$ cat config.mk
export PLATFORM = sky130hd
export DESIGN_NAME = dlps_front
export DESIGN_NICKNAME = d
export VERILOG_FILES = /design/src/design/dlps_pkg.sv /design/src/design/dlps_front.sv
export SDC_FILE = /design/constraint.sdc
export NUM_CORES = 1
export LEC_CHECK = 0
export BUFFER_PORTS_ARGS = -buffer_cell sky130_fd_sc_hd__buf_4
export CAP_MARGIN = 20
export CORE_MARGIN = 5
export CORE_UTILIZATION = 40
export CTS_BUF_LIST = sky130_fd_sc_hd__clkbuf_4
export DETAILED_ROUTE_END_ITERATION = 6
export PLACE_DENSITY = 0.75
export SKIP_CTS_REPAIR_TIMING = 1
export SYNTH_ARGS = -nofsm -noshare
export SYNTH_HDL_FRONTEND = slang
export SYNTH_SLANG_ARGS = --single-unit
$ cat constraint.sdc
create_clock -name clk_i -period 11 [get_ports clk_i]
set_clock_uncertainty 0.15 [all_clocks]
set_input_delay 3.3 -clock clk_i [delete_from_list [all_inputs] [get_ports clk_i]]
set_output_delay 3.3 -clock clk_i [all_outputs]
set_load 0.03 [all_outputs]
$ cat src/design/dlps_pkg.sv
`default_nettype none
// ----------------------------------------------------------------------------
// dlps_pkg
// Shared types, constants and coefficient tables for the delay line pitch
// shifter.
// ----------------------------------------------------------------------------
package dlps_pkg;

  localparam int unsigned DELAY_DEPTH_DEF = 4096;
  localparam int unsigned SAMPLE_W        = 24;
  localparam int unsigned FRAC_W          = 16;
  localparam int unsigned COEF_W          = 17;
  localparam int unsigned RATIO_W         = 18;
  localparam int unsigned CFG_IDX_W       = 2;
  localparam int unsigned CFG_DATA_W      = 17;
  localparam int unsigned QUEUE_DEPTH     = 2;
  localparam int unsigned WIN_MIN_BASE    = 512;
  localparam int unsigned WIN_SPAN        = 3584;
  localparam int unsigned WIN_FLOOR       = 64;

  localparam logic [COEF_W-1:0] ONE_Q16  = 17'd65536;
  localparam logic [COEF_W-1:0] MIX_ONE  = 17'd32768;
  localparam logic [15:0]       MIX_MAX  = 16'd32768;
  localparam logic [16:0]       QUAL_MAX = 17'd65536;

  typedef enum logic [CFG_IDX_W-1:0] {
    CFG_SEMITONES = 2'd0,
    CFG_CENTS     = 2'd1,
    CFG_MIX       = 2'd2,
    CFG_QUALITY   = 2'd3
  } cfg_idx_e;

  typedef enum logic [2:0] {
    BK_CLEAR,
    BK_IDLE,
    BK_NORM,
    BK_WRITE,
    BK_ISSUE,
    BK_MAC,
    BK_FIN,
    BK_WRAP
  } bk_state_e;

  typedef struct packed {
    logic signed [SAMPLE_W-1:0] left_sample;
    logic signed [SAMPLE_W-1:0] right_sample;
  } in_t;

  typedef struct packed {
    logic signed [SAMPLE_W-1:0] left_result;
    logic signed [SAMPLE_W-1:0] right_result;
  } out_t;

  // queue head as seen by the back end
  typedef struct packed {
    logic valid;
    in_t  item;
  } head_t;

  typedef struct packed {
    logic init_done;
    logic busy;
  } bk_status_t;

  // 2^(n/12), Q16
  function automatic logic [COEF_W-1:0] semi_coef(input logic [3:0] idx);
    logic [COEF_W-1:0] c;
    case (idx)
      4'd0:    c = 17'd65536;
      4'd1:    c = 17'd69433;
      4'd2:    c = 17'd73562;
      4'd3:    c = 17'd77936;
      4'd4:    c = 17'd82570;
      4'd5:    c = 17'd87480;
      4'd6:    c = 17'd92682;
      4'd7:    c = 17'd98193;
      4'd8:    c = 17'd104032;
      4'd9:    c = 17'd110218;
      4'd10:   c = 17'd116772;
      4'd11:   c = 17'd123715;
      default: c = 17'd65536;
    endcase
    return c;
  endfunction

  // 2^(10n/1200), Q16
  function automatic logic [COEF_W-1:0] tens_coef(input logic [3:0] idx);
    logic [COEF_W-1:0] c;
    case (idx)
      4'd0:    c = 17'd65536;
      4'd1:    c = 17'd65916;
      4'd2:    c = 17'd66297;
      4'd3:    c = 17'd66682;
      4'd4:    c = 17'd67068;
      4'd5:    c = 17'd67456;
      4'd6:    c = 17'd67847;
      4'd7:    c = 17'd68240;
      4'd8:    c = 17'd68635;
      4'd9:    c = 17'd69033;
      default: c = 17'd65536;
    endcase
    return c;
  endfunction

  // 2^(n/1200), Q16
  function automatic logic [COEF_W-1:0] unit_coef(input logic [3:0] idx);
    logic [COEF_W-1:0] c;
    case (idx)
      4'd0:    c = 17'd65536;
      4'd1:    c = 17'd65574;
      4'd2:    c = 17'd65612;
      4'd3:    c = 17'd65650;
      4'd4:    c = 17'd65688;
      4'd5:    c = 17'd65726;
      4'd6:    c = 17'd65764;
      4'd7:    c = 17'd65802;
      4'd8:    c = 17'd65840;
      4'd9:    c = 17'd65878;
      default: c = 17'd65536;
    endcase
    return c;
  endfunction

endpackage
`default_nettype wire

$ cat src/design/dlps_front.sv
`default_nettype none
// ----------------------------------------------------------------------------
// dlps_front
// Input side: takes sample pairs and holds them in a short queue for the
// back end.
// ----------------------------------------------------------------------------
module dlps_front (
  input  wire logic          clk_i,
  input  wire logic          rst_ni,
  input  wire logic          en_i,
  input  wire logic          in_valid_i,
  output logic               in_ready_o,
  input  wire dlps_pkg::in_t in_data_i,
  output dlps_pkg::head_t    head_o,
  input  wire logic          pop_i
);

  localparam int unsigned PTR_W = $clog2(dlps_pkg::QUEUE_DEPTH);
  localparam int unsigned CNT_W = $clog2(dlps_pkg::QUEUE_DEPTH + 1);

  dlps_pkg::in_t    buf_q [dlps_pkg::QUEUE_DEPTH];
  logic [PTR_W-1:0] wp_q, rp_q;
  logic [CNT_W-1:0] cnt_q;
  logic             push;

  assign in_ready_o = en_i && (cnt_q != CNT_W'(dlps_pkg::QUEUE_DEPTH));
  assign push       = in_valid_i && in_ready_o;

  assign head_o.valid = (cnt_q != '0);
  assign head_o.item  = buf_q[rp_q];

  always_ff @(posedge clk_i or negedge rst_ni) begin
    if (!rst_ni) begin
      wp_q  <= '0;
      rp_q  <= '0;
      cnt_q <= '0;
    end else begin
      if (push) begin
        wp_q <= (wp_q == PTR_W'(dlps_pkg::QUEUE_DEPTH - 1)) ? '0 : wp_q + 1'b1;
      end
      if (pop_i) begin
        rp_q <= (rp_q == PTR_W'(dlps_pkg::QUEUE_DEPTH - 1)) ? '0 : rp_q + 1'b1;
      end
      if (push && !pop_i) begin
        cnt_q <= cnt_q + 1'b1;
      end else if (!push && pop_i) begin
        cnt_q <= cnt_q - 1'b1;
      end
    end
  end

  always_ff @(posedge clk_i) begin
    if (push) begin
      buf_q[wp_q] <= in_data_i;
    end
  end

endmodule
`default_nettype wire

==> metrics.txt <==
top_reg_cell synth edfxtp_1; Required @ worst endpoint 7.55 ns; worst hold path class reg2reg; critical path class in2out; Non-Filler Instances 392; CP Capture Type output pin; Clock Latency Late Sink 0.43 ns; simple-gate share of the synthesized area 1.11%; 1st-pass router iterations 3; IO buf count 102; WL per Instance 16.5 um; routed via count 1,829; Final Net Count 332; routability cong. 0.641; Synth Instances 167; first-pass GRT wire length 10,300 um; Core Box Area 9150 um^2; RSZ-0062 raised after global routing false; syn_area_per_cell 22.2 um^2; Synth top area share 77.7%; die height 106 um; f_max 140 MHz; adder-cell share of the synthesized area 0.337%; Post-DP Area 4610 um^2; Slew Viols, Final 0; synth top area cells edfxtp_1 (78%), mux2_2 (12%), mux2_4 (4.0%), dfrtp_1 (2.7%), xor2_1 (0.94%); multiplexer area fraction after synthesis 15.6%; Reg area 2980 um^2; DRC violations left 0; Power Density 239 nW/um^2; Post-Route WL 6460 um; worst r2r src cnt_q[0]; placement row count 35; largest family of logic cells by synthesized area multiplexers; hold_ws 0.375 ns; # diodes 0; Rel. slew slack 52.3%; cell area after layout 4760 um^2; antenna-violating nets left 0; final hold vios 0; share of layout cells above drive strength 1 60.9%; post-synthesis sequential area ratio 80.4%; CP arrival 3.70 ns; Crit Path Max Fanout 2; H-tree levels 3; crit start category primary input; TritonCTS clock tree yes; # placed instances 378; fin crit share 65.0%; vias in the first global route 2,055; Die ar. 11,300 um^2; max_cap viols 0; async set-reset flop share out of synthesis 4.00%; vias per inst 4.67; Post-synth EDFFs 96; CP startpoint en_i; Compound-Gate Fraction of Synth Area 0%; outcome finished, final reports clean; multi-input combinational cell area 684 um^2; initial antenna violation count 0; Static Leak 1.80 nW; Congestion Overflow GR 0; Area Growth Syn to Fin 28.4%; syn nets 221; Synth top cells by count edfxtp_1 (96), mux2_2 (38), mux2_4 (10), dfrtp_1 (4), xor2_1 (4); Clock Tree Root clkbuf_4; clock sink count 100; Initial Util 40.5%; warning count from the yosys run 0; # fillers 740; Synth Area in XOR/XNOR 1.18%; largest net degree at the start of global routing 29; violation count after the first detailed-route iteration 49; number of distinct library cells after synthesis 17; Design Power 1.14 mW; deepest clock path buffer count 2; Synth Cell Area 3710 um^2; top-count cell post-synth edfxtp_1; hold path start cnt_q[1]; Peak VDD IR 0.121 mV; DP Wirelength 4390 um; I/O pins 103; GRT Total Usage 12.0%; crit path time final 7.15 ns; clock-pin transition on the worst setup and hold timing paths 0.14 ns; worst slew pin tran 0.714 ns; Setup violations, final 0; #FFs+latches synth 100; cell taking the most area after synthesis edfxtp_1; TritonCTS buffer count 9; Sum Neg Setup Slack 0 ns; Die X 106 um
worst paths after layout:
check / endpoint / depth (start not counted) / slack [ns]
min reg2reg: cnt_q[1] / 1 / 0.37
min in group asynchronous: cnt_q[1] / 1 / 2.48
min: cnt_q[1] / 1 / 0.37
max in group asynchronous: rp_q / 1 / 8.08
max: in_ready_o / 3 / 3.85
max reg2reg: buf_q[0][22] / 4 / 8.59
critical path, stage by stage:
cell	delay [ns]
buf_4	0.11
and2_1	0.13
buf_4	0.16
routing by layer:
metal	global-route usage (%)	wire length, um	vias to the layer above
met5	0	0	-
met3	4.25	424	5
li1	-	-	874
met4	5.00	61	0
met1	13.7	2560	890
met2	20.3	3410	60
final cells by class:
class	instances	area share, %
sequential	100	62.6
timing repair buffer	105	16.8
multi-input combinational	61	14.4
tap	111	2.92
clock inverter	4	1.60
clock buffer	10	1.58
inverter	1	0.0788
power breakdown:
| group | total, mW | leakage (nW) | internal [mW] | switching (mW) |
|---|---|---|---|---|
| logic | 0.426 | 0.797 | 0.189 | 0.237 |
| registers | 0.509 | 0.923 | 0.475 | 0.0343 |
| clock network | 0.204 | 0.0785 | 0.0929 | 0.111 |
| total | 1.14 | 1.80 | 0.756 | 0.383 |
cells in the final DEF (no fill, tap or decap), types with 2 or more instances in the layout:
cell type and instances:
dfrtp_1 3, xor2_1 4, buf_4 104, mux2_2 38, mux2_4 10, bufinv_16 2
clkbuf_4 10, edfxtp_1 96
kinds of logic after synthesis:
family / count (synthesis)
XOR/XNOR: 5
adder cells (fa/ha/maj): 1
buffers and inverters: 6
multiplexers: 48
flip-flops: 100
AND/OR/NAND/NOR: 7
flip-flops by register name, summed over array words and instances (netlist names):
signal	count
rp_q	1
wp_q	1
cnt_q	2
buf_q	96
through the flow:
stage	setup slack [ns]	utilization, %
floorplan	3.97	-
global placement	3.86	50.2
detailed placement	3.86	50.4
CTS	3.85	52.0
global route	3.84	52.0
finish	3.85	52.0
(Power assumes the default switching activity.)
